===== src/rtl/urb_pkg.sv =====
// ----------------------------------------------------------------------------
// urb_pkg
// Shared types and constants of the dual-port serial ring buffer block.
// ----------------------------------------------------------------------------
package urb_pkg;

	// field widths
	localparam int CMD_W      = 3;
	localparam int PORT_W     = 2;
	localparam int BYTE_W     = 8;
	localparam int STATUS_W   = 3;
	localparam int SPACE_W    = 3;
	localparam int RX_SIZE_W  = 5;
	localparam int TX_SIZE_W  = 4;
	localparam int CFG_IDX_W  = 2;
	localparam int CFG_DATA_W = 5;

	// smallest usable ring (one slot always stays empty)
	localparam int MIN_RING = 2;

	// register reset values
	localparam logic [RX_SIZE_W-1:0] RX_SIZE_FIRST_RST  = 5'd8;
	localparam logic [RX_SIZE_W-1:0] RX_SIZE_SECOND_RST = 5'd16;
	localparam logic [TX_SIZE_W-1:0] TX_SIZE_FIRST_RST  = 4'd8;
	localparam logic [TX_SIZE_W-1:0] TX_SIZE_SECOND_RST = 4'd8;

	// request queue between front and back
	localparam int QUEUE_DEPTH = 2;

	typedef enum logic [CMD_W-1:0] {
		CMD_OPEN     = 3'd0,
		CMD_CLOSE    = 3'd1,
		CMD_GET      = 3'd2,
		CMD_PUT      = 3'd3,
		CMD_LINE_RX  = 3'd4,
		CMD_TX_READY = 3'd5
	} cmd_t;

	typedef enum logic [STATUS_W-1:0] {
		ST_OK           = 3'd0,
		ST_BAD_PORT     = 3'd1,
		ST_ALREADY_OPEN = 3'd2,
		ST_CLOSED       = 3'd3,
		ST_RX_EMPTY     = 3'd4,
		ST_TX_FULL      = 3'd5,
		ST_RX_OVERFLOW  = 3'd6
	} status_t;

	typedef enum logic [CFG_IDX_W-1:0] {
		REG_RX_SIZE_FIRST  = 2'd0,
		REG_RX_SIZE_SECOND = 2'd1,
		REG_TX_SIZE_FIRST  = 2'd2,
		REG_TX_SIZE_SECOND = 2'd3
	} reg_idx_t;

	typedef enum logic [1:0] {
		BK_IDLE,
		BK_SPACE,
		BK_MOD
	} back_state_t;

	// classified request
	typedef struct packed {
		cmd_t              cmd;
		logic              known;
		logic              port_ok;
		logic [PORT_W-1:0] port;
		logic [BYTE_W-1:0] data;
	} item_t;

	// ring size registers, raw as written
	typedef struct packed {
		logic [RX_SIZE_W-1:0] rx_first;
		logic [RX_SIZE_W-1:0] rx_second;
		logic [TX_SIZE_W-1:0] tx_first;
		logic [TX_SIZE_W-1:0] tx_second;
	} cfg_t;

endpackage


===== src/rtl/urb_front.sv =====
// ----------------------------------------------------------------------------
// urb_front
// Accepts requests, checks the port number and decodes the command.
// ----------------------------------------------------------------------------
module urb_front #(
	parameter int PORT_COUNT = 2
) (
	input  logic                        cmd_valid,
	output logic                        cmd_ready,
	input  logic [urb_pkg::CMD_W-1:0]   command,
	input  logic [urb_pkg::PORT_W-1:0]  port_sel,
	input  logic [urb_pkg::BYTE_W-1:0]  byte_in,
	input  logic                        q_full,
	output logic                        q_push,
	output urb_pkg::item_t              q_item
);
	import urb_pkg::*;

	// accept whenever the queue has a free slot
	assign cmd_ready = !q_full;
	assign q_push    = cmd_valid && !q_full;

	// classify the request
	always_comb begin
		q_item.known   = command inside {CMD_OPEN, CMD_CLOSE, CMD_GET, CMD_PUT,
			CMD_LINE_RX, CMD_TX_READY};
		q_item.cmd     = q_item.known ? cmd_t'(command) : CMD_OPEN;
		q_item.port_ok = 32'(port_sel) < PORT_COUNT;
		q_item.port    = port_sel;
		q_item.data    = byte_in;
	end

endmodule


===== src/rtl/urb_fifo.sv =====
// ----------------------------------------------------------------------------
// urb_fifo
// Short request queue between the front and the back.
// ----------------------------------------------------------------------------
module urb_fifo (
	input  logic           clk,
	input  logic           arst_n,
	input  logic           push,
	input  urb_pkg::item_t push_item,
	output logic           full,
	input  logic           pop,
	output logic           empty,
	output urb_pkg::item_t pop_item
);
	import urb_pkg::*;

	localparam int QW = $clog2(QUEUE_DEPTH);

	item_t          slot_q [QUEUE_DEPTH];
	logic [QW-1:0]  wr_ptr_q;
	logic [QW-1:0]  rd_ptr_q;
	logic [QW:0]    count_q;

	assign full     = count_q == (QW+1)'(QUEUE_DEPTH);
	assign empty    = count_q == '0;
	assign pop_item = slot_q[rd_ptr_q];

	// pointers and fill count
	always_ff @(posedge clk or negedge arst_n) begin
		if (!arst_n) begin
			wr_ptr_q <= '0;
			rd_ptr_q <= '0;
			count_q  <= '0;
		end else begin
			if (push) wr_ptr_q <= wr_ptr_q + QW'(1);
			if (pop)  rd_ptr_q <= rd_ptr_q + QW'(1);
			if (push && !pop)      count_q <= count_q + (QW+1)'(1);
			else if (pop && !push) count_q <= count_q - (QW+1)'(1);
		end
	end

	// storage
	always_ff @(posedge clk) begin
		if (push) slot_q[wr_ptr_q] <= push_item;
	end

endmodule


===== src/rtl/urb_rem.sv =====
// ----------------------------------------------------------------------------
// urb_rem
// Bit-serial remainder of two pointers by the ring size, one bit a cycle.
// ----------------------------------------------------------------------------
module urb_rem #(
	parameter int W  = 3,
	parameter int SW = 4
) (
	input  logic          clk,
	input  logic          arst_n,
	input  logic          start,
	input  logic [W-1:0]  a,
	input  logic [W-1:0]  b,
	input  logic [SW-1:0] d,
	output logic          done,
	output logic [W-1:0]  rem_a,
	output logic [W-1:0]  rem_b
);
	localparam int CW = $clog2(W + 1);

	logic          busy_q;
	logic          done_q;
	logic [CW-1:0] cnt_q;
	logic [W-1:0]  a_sh_q;
	logic [W-1:0]  b_sh_q;
	logic [SW:0]   ra_q;
	logic [SW:0]   rb_q;

	// one restoring step: shift in a bit, subtract the divisor if it fits
	function automatic logic [SW:0] rem_step(input logic [SW:0] r, input logic bit_in);
		logic [SW:0] t;
		t = {r[SW-1:0], bit_in};
		if (t >= {1'b0, d}) t = t - {1'b0, d};
		return t;
	endfunction

	// sequencing
	always_ff @(posedge clk or negedge arst_n) begin
		if (!arst_n) begin
			busy_q <= 1'b0;
			done_q <= 1'b0;
			cnt_q  <= '0;
		end else begin
			done_q <= 1'b0;
			if (start) begin
				busy_q <= 1'b1;
				cnt_q  <= CW'(W);
			end else if (busy_q) begin
				cnt_q <= cnt_q - CW'(1);
				if (cnt_q == CW'(1)) begin
					busy_q <= 1'b0;
					done_q <= 1'b1;
				end
			end
		end
	end

	// datapath
	always_ff @(posedge clk) begin
		if (start) begin
			a_sh_q <= a;
			b_sh_q <= b;
			ra_q   <= '0;
			rb_q   <= '0;
		end else if (busy_q) begin
			ra_q   <= rem_step(ra_q, a_sh_q[W-1]);
			rb_q   <= rem_step(rb_q, b_sh_q[W-1]);
			a_sh_q <= a_sh_q << 1;
			b_sh_q <= b_sh_q << 1;
		end
	end

	assign done  = done_q;
	assign rem_a = ra_q[W-1:0];
	assign rem_b = rb_q[W-1:0];

endmodule


===== src/rtl/urb_back.sv =====
// ----------------------------------------------------------------------------
// urb_back
// Executes queued requests on the per-port rings and builds the response.
// ----------------------------------------------------------------------------
module urb_back #(
	parameter int RX_DEPTH   = 16,
	parameter int TX_DEPTH   = 8,
	parameter int PORT_COUNT = 2
) (
	input  logic                          clk,
	input  logic                          arst_n,
	input  urb_pkg::cfg_t                 cfg,
	input  logic                          q_empty,
	input  urb_pkg::item_t                q_item,
	output logic                          q_pop,
	output logic                          rsp_valid,
	input  logic                          rsp_ready,
	output logic [urb_pkg::STATUS_W-1:0]  status,
	output logic [urb_pkg::BYTE_W-1:0]    byte_out,
	output logic                          byte_valid,
	output logic [urb_pkg::SPACE_W-1:0]   tx_space,
	output logic                          tx_request,
	output logic                          rx_event,
	output logic                          tx_event
);
	import urb_pkg::*;

	localparam int RPW = $clog2(RX_DEPTH);
	localparam int TPW = $clog2(TX_DEPTH);
	localparam int RSW = $clog2(RX_DEPTH + 1);
	localparam int TSW = $clog2(TX_DEPTH + 1);
	localparam int PIW = (PORT_COUNT > 1) ? $clog2(PORT_COUNT) : 1;
	localparam int RAW = $clog2(PORT_COUNT * RX_DEPTH);
	localparam int TAW = $clog2(PORT_COUNT * TX_DEPTH);

	// ring sizes in use, clamped to MIN_RING and to the storage
	function automatic logic [RSW-1:0] rx_size_of(input logic [PIW-1:0] p);
		logic [RX_SIZE_W-1:0] raw;
		raw = (p == '0) ? cfg.rx_first : cfg.rx_second;
		if (32'(raw) < MIN_RING) return RSW'(MIN_RING);
		if (32'(raw) > RX_DEPTH) return RSW'(RX_DEPTH);
		return RSW'(raw);
	endfunction

	function automatic logic [TSW-1:0] tx_size_of(input logic [PIW-1:0] p);
		logic [TX_SIZE_W-1:0] raw;
		raw = (p == '0) ? cfg.tx_first : cfg.tx_second;
		if (32'(raw) < MIN_RING) return TSW'(MIN_RING);
		if (32'(raw) > TX_DEPTH) return TSW'(TX_DEPTH);
		return TSW'(raw);
	endfunction

	// pointer advance with wrap at the ring size
	function automatic logic [RPW-1:0] rx_adv(input logic [RPW-1:0] ptr,
			input logic [RSW-1:0] size);
		logic [RPW:0] n;
		n = {1'b0, ptr} + (RPW+1)'(1);
		if (n >= (RPW+1)'(size)) return '0;
		return n[RPW-1:0];
	endfunction

	function automatic logic [TPW-1:0] tx_adv(input logic [TPW-1:0] ptr,
			input logic [TSW-1:0] size);
		logic [TPW:0] n;
		n = {1'b0, ptr} + (TPW+1)'(1);
		if (n >= (TPW+1)'(size)) return '0;
		return n[TPW-1:0];
	endfunction

	// flat store addresses
	function automatic logic [RAW-1:0] rx_addr(input logic [PIW-1:0] p,
			input logic [RPW-1:0] ptr);
		return RAW'(p) * RAW'(RX_DEPTH) + RAW'(ptr);
	endfunction

	function automatic logic [TAW-1:0] tx_addr(input logic [PIW-1:0] p,
			input logic [TPW-1:0] ptr);
		return TAW'(p) * TAW'(TX_DEPTH) + TAW'(ptr);
	endfunction

	// per-port state
	logic [RPW-1:0] rx_wptr_q [PORT_COUNT];
	logic [RPW-1:0] rx_rptr_q [PORT_COUNT];
	logic [TPW-1:0] tx_wptr_q [PORT_COUNT];
	logic [TPW-1:0] tx_rptr_q [PORT_COUNT];
	logic           open_q    [PORT_COUNT];
	logic           armed_q   [PORT_COUNT];

	// byte stores
	logic [BYTE_W-1:0] rx_mem [PORT_COUNT * RX_DEPTH];
	logic [BYTE_W-1:0] tx_mem [PORT_COUNT * TX_DEPTH];
	logic [BYTE_W-1:0] rx_rd_q;
	logic [BYTE_W-1:0] tx_rd_q;

	// sequencer
	back_state_t state_q, state_d;
	logic        exec_en;
	logic        rem_start;
	logic        rem_done;
	logic        load_out;
	logic        out_free;
	logic        needs_mod;
	logic        mod_done_q;

	// execute-stage signals
	logic [PIW-1:0] ex_p;
	logic [RSW-1:0] ex_rs;
	logic [TSW-1:0] ex_ts;
	logic [RPW-1:0] cur_rw, cur_rr, nxt_rw, nxt_rr;
	logic [TPW-1:0] cur_tw, cur_tr, nxt_tw, nxt_tr;
	logic           cur_open, cur_armed, nxt_open, nxt_armed;
	logic [RPW-1:0] rx_wn;
	logic [TPW-1:0] tx_wn;
	status_t        ex_status;
	logic           ex_bvalid, ex_src_tx, ex_rxe, ex_txe;
	logic           rx_we, rx_re, tx_we, tx_re;

	// results carried to the response step
	logic [PIW-1:0] port_s1;
	logic           port_ok_s1;
	status_t        status_s1;
	logic           bvalid_s1, src_tx_s1, rxe_s1, txe_s1;

	// response step signals
	logic [TSW-1:0] sp_size;
	logic [TPW-1:0] sp_w, sp_r, sp_h, sp_t;
	logic [TPW-1:0] rem_a, rem_b;
	logic [TSW:0]   sp_sum, sp_free;
	logic           sp_open;

	// output register
	logic                 rsp_valid_q;
	logic [STATUS_W-1:0]  out_status_q;
	logic [BYTE_W-1:0]    out_byte_q;
	logic                 out_bvalid_q;
	logic [SPACE_W-1:0]   out_space_q;
	logic                 out_req_q;
	logic                 out_rxe_q;
	logic                 out_txe_q;

	// ---------------------------------------------------------------- execute
	always_comb begin
		ex_p      = q_item.port[PIW-1:0];
		ex_rs     = rx_size_of(ex_p);
		ex_ts     = tx_size_of(ex_p);
		cur_rw    = rx_wptr_q[ex_p];
		cur_rr    = rx_rptr_q[ex_p];
		cur_tw    = tx_wptr_q[ex_p];
		cur_tr    = tx_rptr_q[ex_p];
		cur_open  = open_q[ex_p];
		cur_armed = armed_q[ex_p];
		rx_wn     = rx_adv(cur_rw, ex_rs);
		tx_wn     = tx_adv(cur_tw, ex_ts);

		nxt_rw    = cur_rw;
		nxt_rr    = cur_rr;
		nxt_tw    = cur_tw;
		nxt_tr    = cur_tr;
		nxt_open  = cur_open;
		nxt_armed = cur_armed;
		ex_status = ST_OK;
		ex_bvalid = 1'b0;
		ex_src_tx = 1'b0;
		ex_rxe    = 1'b0;
		ex_txe    = 1'b0;
		rx_we     = 1'b0;
		rx_re     = 1'b0;
		tx_we     = 1'b0;
		tx_re     = 1'b0;

		if (!q_item.port_ok) begin
			ex_status = ST_BAD_PORT;
		end else if (q_item.known) begin
			if (q_item.cmd == CMD_OPEN) begin
				if (cur_open) begin
					ex_status = ST_ALREADY_OPEN;
				end else begin
					nxt_rw    = '0;
					nxt_rr    = '0;
					nxt_tw    = '0;
					nxt_tr    = '0;
					nxt_armed = 1'b0;
					nxt_open  = 1'b1;
				end
			end else if (!cur_open) begin
				ex_status = ST_CLOSED;
			end else begin
				case (q_item.cmd)
					CMD_CLOSE: begin
						nxt_open  = 1'b0;
						nxt_armed = 1'b0;
					end
					CMD_GET: begin
						if (cur_rr != cur_rw) begin
							rx_re     = 1'b1;
							ex_bvalid = 1'b1;
							nxt_rr    = rx_adv(cur_rr, ex_rs);
						end else begin
							ex_status = ST_RX_EMPTY;
						end
					end
					CMD_PUT: begin
						if (tx_wn == cur_tr) begin
							ex_status = ST_TX_FULL;
						end else begin
							tx_we     = 1'b1;
							nxt_tw    = tx_wn;
							nxt_armed = 1'b1;
						end
					end
					CMD_LINE_RX: begin
						ex_rxe = 1'b1;
						if (rx_wn == cur_rr) begin
							ex_status = ST_RX_OVERFLOW;
						end else begin
							rx_we  = 1'b1;
							nxt_rw = rx_wn;
						end
					end
					CMD_TX_READY: begin
						if (cur_armed) begin
							ex_txe = 1'b1;
							if (cur_tr != cur_tw) begin
								tx_re     = 1'b1;
								ex_bvalid = 1'b1;
								ex_src_tx = 1'b1;
								nxt_tr    = tx_adv(cur_tr, ex_ts);
							end else begin
								nxt_armed = 1'b0;
							end
						end
					end
					default: ;
				endcase
			end
		end
	end

	// port state update
	always_ff @(posedge clk or negedge arst_n) begin
		if (!arst_n) begin
			for (int i = 0; i < PORT_COUNT; i++) begin
				rx_wptr_q[i] <= '0;
				rx_rptr_q[i] <= '0;
				tx_wptr_q[i] <= '0;
				tx_rptr_q[i] <= '0;
				open_q[i]    <= 1'b0;
				armed_q[i]   <= 1'b0;
			end
		end else if (exec_en && q_item.port_ok) begin
			rx_wptr_q[ex_p] <= nxt_rw;
			rx_rptr_q[ex_p] <= nxt_rr;
			tx_wptr_q[ex_p] <= nxt_tw;
			tx_rptr_q[ex_p] <= nxt_tr;
			open_q[ex_p]    <= nxt_open;
			armed_q[ex_p]   <= nxt_armed;
		end
	end

	// receive store, registered read
	always_ff @(posedge clk) begin
		if (exec_en && rx_we) rx_mem[rx_addr(ex_p, cur_rw)] <= q_item.data;
		if (exec_en && rx_re) rx_rd_q <= rx_mem[rx_addr(ex_p, cur_rr)];
	end

	// transmit store, registered read
	always_ff @(posedge clk) begin
		if (exec_en && tx_we) tx_mem[tx_addr(ex_p, cur_tw)] <= q_item.data;
		if (exec_en && tx_re) tx_rd_q <= tx_mem[tx_addr(ex_p, cur_tr)];
	end

	// execute results
	always_ff @(posedge clk) begin
		if (exec_en) begin
			port_s1    <= ex_p;
			port_ok_s1 <= q_item.port_ok;
			status_s1  <= ex_status;
			bvalid_s1  <= ex_bvalid;
			src_tx_s1  <= ex_src_tx;
			rxe_s1     <= ex_rxe;
			txe_s1     <= ex_txe;
		end
	end

	// --------------------------------------------------------- free tx space
	always_comb begin
		sp_size   = tx_size_of(port_s1);
		sp_w      = tx_wptr_q[port_s1];
		sp_r      = tx_rptr_q[port_s1];
		sp_open   = port_ok_s1 && open_q[port_s1];
		// a pointer left beyond a shrunken ring needs a true remainder
		needs_mod = sp_open && ((TSW'(sp_w) >= sp_size) || (TSW'(sp_r) >= sp_size));
		sp_h      = mod_done_q ? rem_a : sp_w;
		sp_t      = mod_done_q ? rem_b : sp_r;
		sp_sum    = (TSW+1)'(sp_t) + (TSW+1)'(sp_size) - (TSW+1)'(sp_h) - (TSW+1)'(1);
		sp_free   = (sp_sum >= (TSW+1)'(sp_size)) ? sp_sum - (TSW+1)'(sp_size) : sp_sum;
	end

	urb_rem #(
		.W  (TPW),
		.SW (TSW)
	) u_rem (
		.clk    (clk),
		.arst_n (arst_n),
		.start  (rem_start),
		.a      (sp_w),
		.b      (sp_r),
		.d      (sp_size),
		.done   (rem_done),
		.rem_a  (rem_a),
		.rem_b  (rem_b)
	);

	// ------------------------------------------------------------- sequencer
	assign out_free = !rsp_valid_q || rsp_ready;

	always_comb begin
		state_d = state_q;
		case (state_q)
			BK_IDLE: begin
				if (!q_empty) state_d = BK_SPACE;
			end
			BK_SPACE: begin
				if (needs_mod && !mod_done_q) state_d = BK_MOD;
				else if (out_free)            state_d = BK_IDLE;
			end
			BK_MOD: begin
				if (rem_done) state_d = BK_SPACE;
			end
			default: state_d = BK_IDLE;
		endcase
	end

	always_comb begin
		exec_en   = 1'b0;
		rem_start = 1'b0;
		load_out  = 1'b0;
		case (state_q)
			BK_IDLE: begin
				exec_en = !q_empty;
			end
			BK_SPACE: begin
				rem_start = needs_mod && !mod_done_q;
				load_out  = !(needs_mod && !mod_done_q) && out_free;
			end
			default: ;
		endcase
	end

	assign q_pop = exec_en;

	always_ff @(posedge clk or negedge arst_n) begin
		if (!arst_n) begin
			state_q    <= BK_IDLE;
			mod_done_q <= 1'b0;
		end else begin
			state_q <= state_d;
			if (rem_done)      mod_done_q <= 1'b1;
			else if (load_out) mod_done_q <= 1'b0;
		end
	end

	// ------------------------------------------------------- response register
	always_ff @(posedge clk or negedge arst_n) begin
		if (!arst_n) begin
			rsp_valid_q <= 1'b0;
		end else if (load_out) begin
			rsp_valid_q <= 1'b1;
		end else if (rsp_ready) begin
			rsp_valid_q <= 1'b0;
		end
	end

	always_ff @(posedge clk) begin
		if (load_out) begin
			out_status_q <= status_s1;
			out_bvalid_q <= bvalid_s1;
			out_byte_q   <= !bvalid_s1 ? '0 : (src_tx_s1 ? tx_rd_q : rx_rd_q);
			out_space_q  <= sp_open ? SPACE_W'(sp_free) : '0;
			out_req_q    <= port_ok_s1 && armed_q[port_s1];
			out_rxe_q    <= rxe_s1;
			out_txe_q    <= txe_s1;
		end
	end

	assign rsp_valid  = rsp_valid_q;
	assign status     = out_status_q;
	assign byte_out   = out_byte_q;
	assign byte_valid = out_bvalid_q;
	assign tx_space   = out_space_q;
	assign tx_request = out_req_q;
	assign rx_event   = out_rxe_q;
	assign tx_event   = out_txe_q;

endmodule


===== src/rtl/dual_port_uart_ring_buffers_core.sv =====
// Serial ring buffers for PORT_COUNT ports, each with a receive ring and a
// transmit ring whose sizes are set by four registers (a ring of size N holds
// N-1 bytes). Requests enter a two-entry queue, so cmd_ready stays high while
// the queue has room; the back end handles one request at a time, updating
// the rings and reading the store in BK_IDLE, then building the response in
// BK_SPACE, where it waits while the output register is full. When a transmit
// pointer lies beyond a ring that was made smaller while open, the free-space
// figure goes through a bit-serial remainder unit (state BK_MOD) before the
// response is built. The response sits in an output register until taken; a
// new result waits there only for that register.
// Size registers may be written at any time (cfg_ready is always high) but
// are meant to change only while the block is idle.
// ----------------------------------------------------------------------------
// dual_port_uart_ring_buffers_core
// Top level: configuration registers, request front, queue and ring back end.
// ----------------------------------------------------------------------------
module dual_port_uart_ring_buffers_core #(
	parameter int RX_DEPTH   = 16,
	parameter int TX_DEPTH   = 8,
	parameter int PORT_COUNT = 2
) (
	input  logic                            clk,
	input  logic                            arst_n,
	// configuration writes
	input  logic                            cfg_valid,
	output logic                            cfg_ready,
	input  logic [urb_pkg::CFG_IDX_W-1:0]   cfg_index,
	input  logic [urb_pkg::CFG_DATA_W-1:0]  cfg_data,
	// requests
	input  logic                            cmd_valid,
	output logic                            cmd_ready,
	input  logic [urb_pkg::CMD_W-1:0]       command,
	input  logic [urb_pkg::PORT_W-1:0]      port_sel,
	input  logic [urb_pkg::BYTE_W-1:0]      byte_in,
	// responses
	output logic                            rsp_valid,
	input  logic                            rsp_ready,
	output logic [urb_pkg::STATUS_W-1:0]    status,
	output logic [urb_pkg::BYTE_W-1:0]      byte_out,
	output logic                            byte_valid,
	output logic [urb_pkg::SPACE_W-1:0]     tx_space,
	output logic                            tx_request,
	output logic                            rx_event,
	output logic                            tx_event
);
	import urb_pkg::*;

	cfg_t  cfg_q;
	logic  q_full, q_empty, q_push, q_pop;
	item_t front_item, back_item;

	// size registers
	assign cfg_ready = 1'b1;

	always_ff @(posedge clk or negedge arst_n) begin
		if (!arst_n) begin
			cfg_q.rx_first  <= RX_SIZE_FIRST_RST;
			cfg_q.rx_second <= RX_SIZE_SECOND_RST;
			cfg_q.tx_first  <= TX_SIZE_FIRST_RST;
			cfg_q.tx_second <= TX_SIZE_SECOND_RST;
		end else if (cfg_valid) begin
			case (reg_idx_t'(cfg_index))
				REG_RX_SIZE_FIRST:  cfg_q.rx_first  <= cfg_data[RX_SIZE_W-1:0];
				REG_RX_SIZE_SECOND: cfg_q.rx_second <= cfg_data[RX_SIZE_W-1:0];
				REG_TX_SIZE_FIRST:  cfg_q.tx_first  <= cfg_data[TX_SIZE_W-1:0];
				REG_TX_SIZE_SECOND: cfg_q.tx_second <= cfg_data[TX_SIZE_W-1:0];
				default: ;
			endcase
		end
	end

	// request decode
	urb_front #(
		.PORT_COUNT (PORT_COUNT)
	) u_front (
		.cmd_valid (cmd_valid),
		.cmd_ready (cmd_ready),
		.command   (command),
		.port_sel  (port_sel),
		.byte_in   (byte_in),
		.q_full    (q_full),
		.q_push    (q_push),
		.q_item    (front_item)
	);

	// request queue
	urb_fifo u_fifo (
		.clk       (clk),
		.arst_n    (arst_n),
		.push      (q_push),
		.push_item (front_item),
		.full      (q_full),
		.pop       (q_pop),
		.empty     (q_empty),
		.pop_item  (back_item)
	);

	// ring execution
	urb_back #(
		.RX_DEPTH   (RX_DEPTH),
		.TX_DEPTH   (TX_DEPTH),
		.PORT_COUNT (PORT_COUNT)
	) u_back (
		.clk        (clk),
		.arst_n     (arst_n),
		.cfg        (cfg_q),
		.q_empty    (q_empty),
		.q_item     (back_item),
		.q_pop      (q_pop),
		.rsp_valid  (rsp_valid),
		.rsp_ready  (rsp_ready),
		.status     (status),
		.byte_out   (byte_out),
		.byte_valid (byte_valid),
		.tx_space   (tx_space),
		.tx_request (tx_request),
		.rx_event   (rx_event),
		.tx_event   (tx_event)
	);

endmodule


===== config.mk =====
export PLATFORM = sky130hd
export DESIGN_NAME = dual_port_uart_ring_buffers_core
export DESIGN_NICKNAME = d
export VERILOG_FILES = /design/src/rtl/urb_pkg.sv /design/src/rtl/urb_front.sv /design/src/rtl/urb_fifo.sv /design/src/rtl/urb_rem.sv /design/src/rtl/urb_back.sv /design/src/rtl/dual_port_uart_ring_buffers_core.sv
export SDC_FILE = /design/constraint.sdc
export NUM_CORES = 1
export LEC_CHECK = 0
export ABC_AREA = 1
export BUFFER_PORTS_ARGS = -buffer_cell sky130_fd_sc_hd__buf_2
export CAP_MARGIN = 0
export CORE_AREA = 2 2 248 250
export CTS_BUF_LIST = sky130_fd_sc_hd__clkbuf_16
export DETAILED_ROUTE_END_ITERATION = 8
export DIE_AREA = 0 0 250 252
export HOLD_SLACK_MARGIN = 0.06
export PLACE_DENSITY = 0.66
export SLEW_MARGIN = 15
export SYNTH_ARGS = -nofsm -noshare
export SYNTH_HDL_FRONTEND = slang
export SYNTH_HIERARCHICAL = 1
export SYNTH_SLANG_ARGS = --single-unit

===== constraint.sdc =====
create_clock -name clk -period 5.5 [get_ports clk]
set_clock_uncertainty 0.2 [all_clocks]
set_input_delay 0.55 -clock clk [delete_from_list [all_inputs] [get_ports clk]]
set_output_delay 0.55 -clock clk [all_outputs]
set_load 0.02 [all_outputs]

After elaboration in Yosys (flattened, before gate mapping)
Memories as Yosys holds them, arrays and structs flattened. A register that Yosys moved wholly into a read port is not among the register bits.
Cells that the tools add are included.
- register bits after elaboration: 103
- RAM bits: 414
- input bits: 25
- output and inout bits: 21
- memories: 3
- memories (memory ; depth ; bits a word ; rd ports ; clocked after Yosys merged registers in ; write ports ; RTL line ; RTL):
    u_back.rx_mem ; 32 ; 8 ; 1 ; 1 ; 1 ; urb_back.sv:90 ; logic [BYTE_W-1:0] rx_mem [PORT_COUNT * RX_DEPTH];
    u_back.tx_mem ; 16 ; 8 ; 1 ; 1 ; 1 ; urb_back.sv:91 ; logic [BYTE_W-1:0] tx_mem [PORT_COUNT * TX_DEPTH];
    u_fifo.slot_q ; 2 ; 15 ; 1 ; 0 ; 1 ; urb_fifo.sv:19 ; item_t slot_q [QUEUE_DEPTH];
- add/subtract/negate cells: 19
- $lt $le $gt $ge: 19
- equal/unequal tests: 24
- multiplexer cells: 207
- bitwise logic cells: 6
- reduce and logical (&&, ||, !) cells: 41
- operator list (operator ; count):
    2-to-1 mux 4 bit ; 37
    2-to-1 mux 3 bit ; 45
    2-to-1 mux 1 bit ; 97
    2-to-1 mux 5 bit ; 5
    2-to-1 mux 2 bit ; 9
    bitwise mux 8 bit ; 2
    greater-or-equal comparator 5 x 4 -> 1 bit ; 3
    logical AND 1 bit ; 14
    bitwise mux 6 bit ; 2
    equality test 3 x 2 -> 1 bit (second input constant) ; 4
    equality test 3 bit (second input constant) ; 4
    adder 4 x 1 -> 5 bit (second input constant) ; 2
    adder 5 x 4 -> 5 bit ; 2
    greater-or-equal comparator 5 bit ; 2
    AND reduction 2 bit ; 5
    case mux 3 bit (3 select lines) ; 1
    adder 3 x 1 -> 4 bit (second input constant) ; 2
    adder 4 x 3 -> 4 bit ; 2
    equality test 2 bit (second input constant) ; 4
    greater-or-equal comparator 3 x 4 -> 1 bit ; 2
    greater-or-equal comparator 4 bit ; 2
    > comparator 4 bit (second input constant) ; 2
    < comparator 4 x 2 -> 1 bit (second input constant) ; 2
    2-to-1 mux 8 bit ; 1
    other kinds (39) ; 65

Logic depth before layout (Yosys ltp)
Gate-level depths: netlist of the first run.
An unclocked memory read counts as a cell.
- depth in word-level cells: 25
- gate-level depth with buffers: 30
- depth with buffers taken out: 26

Hierarchy
Netlist of the first run, hierarchy kept.
- modules (own cells, without submodules) (module ; instances ; cells an instance ; area an instance (µm²) ; sequential area each (µm²)):
    urb_back ; 1 ; 1815 ; 20537.2 ; 13723.2
    urb_fifo ; 1 ; 72 ; 1341.3 ; 1001.0
    urb_rem ; 1 ; 154 ; 1186.1 ; 440.4
    dual_port_uart_ring_buffers_core ; 1 ; 85 ; 775.7 ; 455.4
    urb_front ; 1 ; 22 ; 126.4 ; 0.0

Worst setup path after synthesis of the first run
No wires, ideal clock.
- path type: reg-to-reg
- start: register u_fifo.rd_ptr_q
- end: memory u_back.tx_mem[10][0], enable pin
- library setup time: 0.370 ns
- arrival time: 3.852 ns
- setup slack: 1.078 ns
- stages on the path, launching flop included: 22
- period minus slack after synthesis: 4.422 ns
- cell sequence: dfrtp_1 > buf_6 > buf_12 > mux2_4 > buf_6 > buf_6 > buf_6 > clkbuf_1 > o21ai_0 > inv_1 > nor3_1 > o21ai_0 > ha_1 > a21oi_1 > nand3_1 > nand2_1 > nand2_1 > nand3_2 > nand2_2 > nor4_4 > nand2_2 > nor2_1
- RTL lines (item ; RTL line ; RTL):
    start, declared ; urb_fifo.sv:21 ; logic [QW-1:0] rd_ptr_q;
    start signal, assigned ; urb_fifo.sv:36 ; if (pop) rd_ptr_q <= rd_ptr_q + QW'(1);
    end, declared ; urb_back.sv:91 ;

==> results of run 1 <==
-- cells in the final DEF, fill, tap and decap left out, drive strengths merged, types with 5 or more instances in the layout --
cell type	n
dlygate4sd3	19
dfxtp	8
nor2	270
nor3	9
mux2	14
nand2	433
inv	152
o21ai	237
clkinvlp	5
xor2	9
buf	73
xnor2	8
clkinv	28
o211ai	30
a21oi	22
nand4	34
o22ai	39
fa	7
o221ai	43
edfxtp	461
clkbuf	52
o21a	7
nand3	114
dfrtp	58
or2	5
mux2i	5
ha	51
-- per-layer routing --
layer	wire length (um)	global-route usage	vias to the layer above
li1	-	-	7604
met2	28100	0.308	707
met4	1860	0.0758	2
met3	4650	0.0346	130
met1	25800	0.256	8017
met5	11	0	-
-- through the flow --
step	cells	hold slack, ns	area, um2	util	total power (uW)
5_1_grt	3000	0.103	26600	0.443	16400
6_report	3000	0.106	26600	0.443	15400
3_3_place_gp	2885	0.208	24800	0.412	11800
4_1_cts	3000	0.0744	26600	0.443	15400
2_1_floorplan	2144	0.0544	23900	-	9980
3_5_place_dp	2885	0.206	24800	0.412	11900
-- path summary, 6_finish.rpt --
| check | slack [ns] | to | cells past startpoint |
|---|---|---|---|
| min in group asynchronous | 0.45 | u_back/rx_wptr_q[1] | 3 |
| min | 0.11 | u_fifo/slot_q[1][13] | 2 |
| max reg2reg | 0.44 | u_back/rx_mem[7][5] | 18 |
| max | 0.44 | u_back/rx_mem[7][5] | 18 |
| min reg2reg | 0.22 | u_back/tx_event | 0 |
| max in group asynchronous | 4.05 | cfg_q[1] | 3 |
-- sequential cells by signal, summed over array words and instances, names as in the netlist, 2 cells and up --
signal	flops
u_back/open_q	2
cfg_q	18
u_back/rx_wptr_q	8
u_back/tx_mem	128
u_back/u_rem/a_sh_q	3
u_back/u_rem/b_sh_q	3
u_back/byte_out	8
u_back/u_rem/rb_q	4
u_back/u_rem/cnt_q	2
u_back/rx_mem	256
u_back/tx_space	3
u_back/rx_rptr_q	8
u_back/status	3
u_back/rx_rd_q	8
u_fifo/count_q	2
u_back/state_q	2
u_back/tx_wptr_q	6
u_fifo/slot_q	28
u_back/armed_q	2
u_back/status_s1	3
u_back/u_rem/ra_q	4
u_back/tx_rptr_q	6
u_back/tx_rd_q	8
-- worst register-to-register path, stage by stage, from the launching register on --
cell	delay (ns)
dfrtp_1	0.39
mux2_4	0.50
inv_4	0.23
or2_2	0.34
o21ai_0	0.18
inv_1	0.13
or2_2	0.32
ha_1	0.29
nand2_1	0.10
inv_1	0.04
nand2_1	0.09
nand2_1	0.06
nor2_1	0.34
nand2_1	0.14
nand2_1	0.08
nand2_1	0.08
nand2_4	0.16
nand3_2	0.38
nor2_1	0.70
-- final cells by class --
type / instances / area, um2 / area share
Clock inverter: 44 / 372 / 0.0140
Multi-Input combinational cell: 1354 / 7240 / 0.272
Tap cell: 782 / 978 / 0.0367
Sequential cell: 531 / 15600 / 0.584
Inverter: 145 / 547 / 0.0205
Timing Repair Buffer: 92 / 628 / 0.0236
Clock buffer: 52 / 1300 / 0.0489
-- report_power, final --
part,internal [uW],switching [uW]
clock network,1920,1550
logic,1880,4600
registers,5210,243
==> qor.csv, run 1 <==
metric,value,unit
place_ws,0.492,ns
final_nets,2259,
placeableCoreArea,60100,um2
worst_pin_slew,1.02,ns
avgViaCountPerCell,5.49,
die_w,250,um
slowest_stage,nor2_1,
critPathCaptureType,register,
cts_tree,done,
ctsResizeCount,0,
syn_inst,2144,
hp-start,command[2],
fin_crit,5.06,ns
cts_max_level,2,
wl_per_cell,20.1,um
max_stage_delay,0.70,ns
vdd_drop_max,0.337,mV
syn_avg_cell_area,11.1,um2
clock_path_buffers,3,
regToRegStartpoint,u_fifo/rd_ptr_q,
setup_violations,0,
cp_data_required_time,5.57,ns
grt_pass1_wl,92800,um
hold_buffers,19,
clkLatencyLatePin,0.63,ns
gr-usage-all-layers,0.190,
antenna_found_initial,1,
synth_nets,2227,
antenna_left,0,
rsz0062_at_grt,false,
cts_buffers,52,
crit_type,register to register,
finalHoldViolations,0,
nFillCells,5504,
worstPathArrival,5.13,ns
grt_max_degree,107,
timing.slew.headroom,0.320,
start_util,0.397,
synthToLayoutAreaGrowth,11.5,%
power_density,578,nW/um2
cts_post_setup_buffers_inserted,0,
cp-startpoint,u_fifo/rd_ptr_q,
vias,16460,
maxSlewViolCount,0,
cp-start-kind,register,
fmax,198,MHz
drv_cap,0,
first_iter_violations,1685,
cts_root_buf,clkbuf_16,
num_io_pins,46,
die_h,252,um
crit_buf_inv,3,
clkTransAtPathRegs,0.06,ns
period_share,0.921,
final.setup.worst_slack,0.437,ns
dp_hpwl,38000,um
routed_wl,60400,um
syn_area,23900,um2
dieArea,63000,um2
outcome,finished clean,
crit_top_cell,nand2_1,
port_buffers,44,
drtPass1Iterations,6,
holdCritPathClass,primary input to register,
critPathMaxFanout,28,
timing.setup.tns,0,ns
drc,0,
drive_above_1_share,0.103,
gr-total-overflow,0,
power_leakage,0.00987,uW
n_antenna_cell,0,
cts_sinks,531,
path_cells,mux2_4 > inv_4 > or2_2 > o21ai_0 > inv_1 > or2_2 > ha_1 > nand2_1 > inv_1 > nand2_1 > nand2_1 > nor2_1 > nand2_1 > nand2_1 > nand2_1 > nand2_4 > nand3_2 > nor2_1,
rows,90,
grt_pass1_vias,16182,
gp_congestion,0.906,
critPathTopFamily,simple AND/OR/NAND/NOR gates,
yosys_warnings,6,
Power figures use the tool's default switching activity.
==> run 2, diff against run 1 <==
Settings changed: PLACE_DENSITY 0.66 to default.
==> qor.csv, run 2 (synthesis gave the netlist of run 1 again) <==
metric,value,unit
outcome,finished clean,
rsz0062_at_grt,true,
top_regs,"u_back/rx_mem (256), u_back/tx_mem (128), u_fifo/slot_q (28)",
slowest_stage,nor2_1,
drive_above_1_share,0.102,
cp_data_required_time,5.53,ns
finalHoldViolations,0,
place_ws,0.405,ns
regMostFlops,u_back/rx_mem,
fmax,196,MHz
worst_pin_slew,1.08,ns
timing.slew.headroom,0.279,
cts_sinks,531,
grt_max_degree,114,
vdd_drop_max,0.403,mV
synthToLayoutAreaGrowth,11.4,%
worstHoldPathCells,3,
period_share,0.929,
cts_max_level,2,
crit_type,register to register,
port_buffers,44,
critPathCaptureType,register,
worstPathArrival,5.14,ns
fin_cells,2996,
min_to,cfg_q[3],
n_antenna_cell,0,
antenna_left,0,
cts_tree,done,
num_io_pins,46,
placeableCoreArea,60100,um2
clock_path_buffers,3,
start_util,0.397,
crit_buf_inv,2,
rows,90,
path_cells,mux2_4 > inv_4 > buf_4 > nand2_1 > nand2_2 > ha_1 > nand2_1 > nor2_1 > ha_1 > a21oi_1 > nand2_1 > nor2_1 > nand2_1 > nand2_1 > nand2_1 > nand2_4 > nand3_2 > nor2_1,
drv_cap,0,
dp_hpwl,38900,um
die_w,250,um
final_cell_mix,"edfxtp_1 (461), nand2_1 (412), nor2_1 (262)",
r2r_end,u_back/rx_mem[23][4],
gr-total-overflow,0,
final_common_cell,edfxtp_1,
critPathMaxFanout,35,
largest_reg_flops,256,
maxSlewViolCount,0,
final.setup.worst_slack,0.392,ns
routed_wl,62500,um
avgViaCountPerCell,5.51,
rrSetupSlack,0.39,ns
cts_buffers,53,
clkTransAtPathRegs,0.06,ns
ctsResizeCount,0,
gp_congestion,0.913,
cts_root_buf,clkbuf_16,
holdCritPathClass,primary input to register,
reg2regPathDepth,18,
drc,0,
max_stage_delay,0.65,ns
antenna_found_initial,1,
grt_pass1_wl,95200,um
wl_per_cell,20.9,um
regToRegStartpoint,u_fifo/rd_ptr_q,
cp-start-kind,register,
critPathTopFamily,simple AND/OR/NAND/NOR gates,
grt_pass1_vias,16320,
die_h,252,um
first_iter_violations,1536,
vias,16500,
final_nets,2257,
crit_top_cell,nand2_1,
clkLatencyLatePin,0.62,ns
power_density,582,nW/um2
gr-usage-all-layers,0.197,
fin_crit,5.11,ns
dieArea,63000,um2
dp_cells,2882,
power_leakage,0.00987,uW
final_core_util,0.443,
drtPass1Iterations,5,
hp-start,cfg_index[1],
setup_violations,0,
run 2: cell count changes in the layout (fill, tap and decap cells not counted), sizes merged:
| cell | delta |
|---|---|
| clkbuf | +2 |
| bufinv | +1 |
| clkinv | -3 |
| buf | -3 |
| inv | -1 |
run 2: power breakdown:
| group | switching [uW] | internal [uW] |
|---|---|---|
| sequential | 243 | 5210 |
| clock | 1540 | 2010 |
| combinational | 4610 | 1880 |
run 2: worst max path at each step:
| stage | from | endpoint | slack [ns] | cells after the start |
|---|---|---|---|---|
| finish | u_fifo/rd_ptr_q | u_back/rx_mem[23][4] | 0.39 | 18 |
| detailed placement | u_fifo/rd_ptr_q | u_back/rx_mem[3][1] | 0.41 | 17 |
| global route | u_fifo/rd_ptr_q | u_back/rx_mem[23][6] | -0.04 | 21 |
| global placement | u_fifo/rd_ptr_q | u_back/rx_mem[3][6] | 0.48 | 21 |
| CTS | u_fifo/rd_ptr_q | u_back/rx_mem[23][0] | 0.41 | 18 |
| floorplan | u_fifo/rd_ptr_q | u_back/tx_mem[10][0] | 1.08 | 21 |
run 2: what timing repair did:
| item | 4_1_cts | 5_1_grt |
|---|---|---|
| endpoints found under the setup margin | 0 | 39 |
| hold endpoints to repair | 100 | 0 |
| hold buffers | 19 | 0 |
| buffers inserted | 0 | 0 |
run 2: per-layer routing:
| layer | vias to the layer above | global-route usage | share of wire |
|---|---|---|---|
| met3 | 114 | 0.0289 | 0.061 |
| met1 | 8137 | 0.266 | 0.43 |
| met5 | - | 0 | 0 |
| li1 | 7621 | - | - |
| met2 | 628 | 0.322 | 0.47 |
| met4 | 0 | 0.0772 | 0.031 |
run 2: area by class of cell:
cell class | instances | area [um2]
clock buffer | 54 | 1350
multi-input combinational | 1354 | 7240
clock inverter | 41 | 333
inverter | 145 | 547
sequential | 531 | 15600
timing repair buffer | 89 | 606
tap | 782 | 978
fill | 5583 | 33500
run 2: metrics by stage:
stage	power (uW)	TNS, ns	hold slack (ns)	cell area (um2)
3_5_place_dp	12000	0	0.211	24700
6_report	15500	0	0.0909	26600
5_1_grt	16500	-1.04	0.104	26600
4_1_cts	15500	0	0.0647	26600
3_3_place_gp	11900	0	0.209	24700
2_1_floorplan	9980	0	0.0544	23900
run 2: worst reg2reg max path, delay by kind of cell (launching register included):
family	cells	cell delay [ns]
simple gates	12	2.34
buf+inv	2	0.56
mux	1	0.51
fa+ha+maj	2	0.49
compound gates	1	0.25
flops	1	0.40
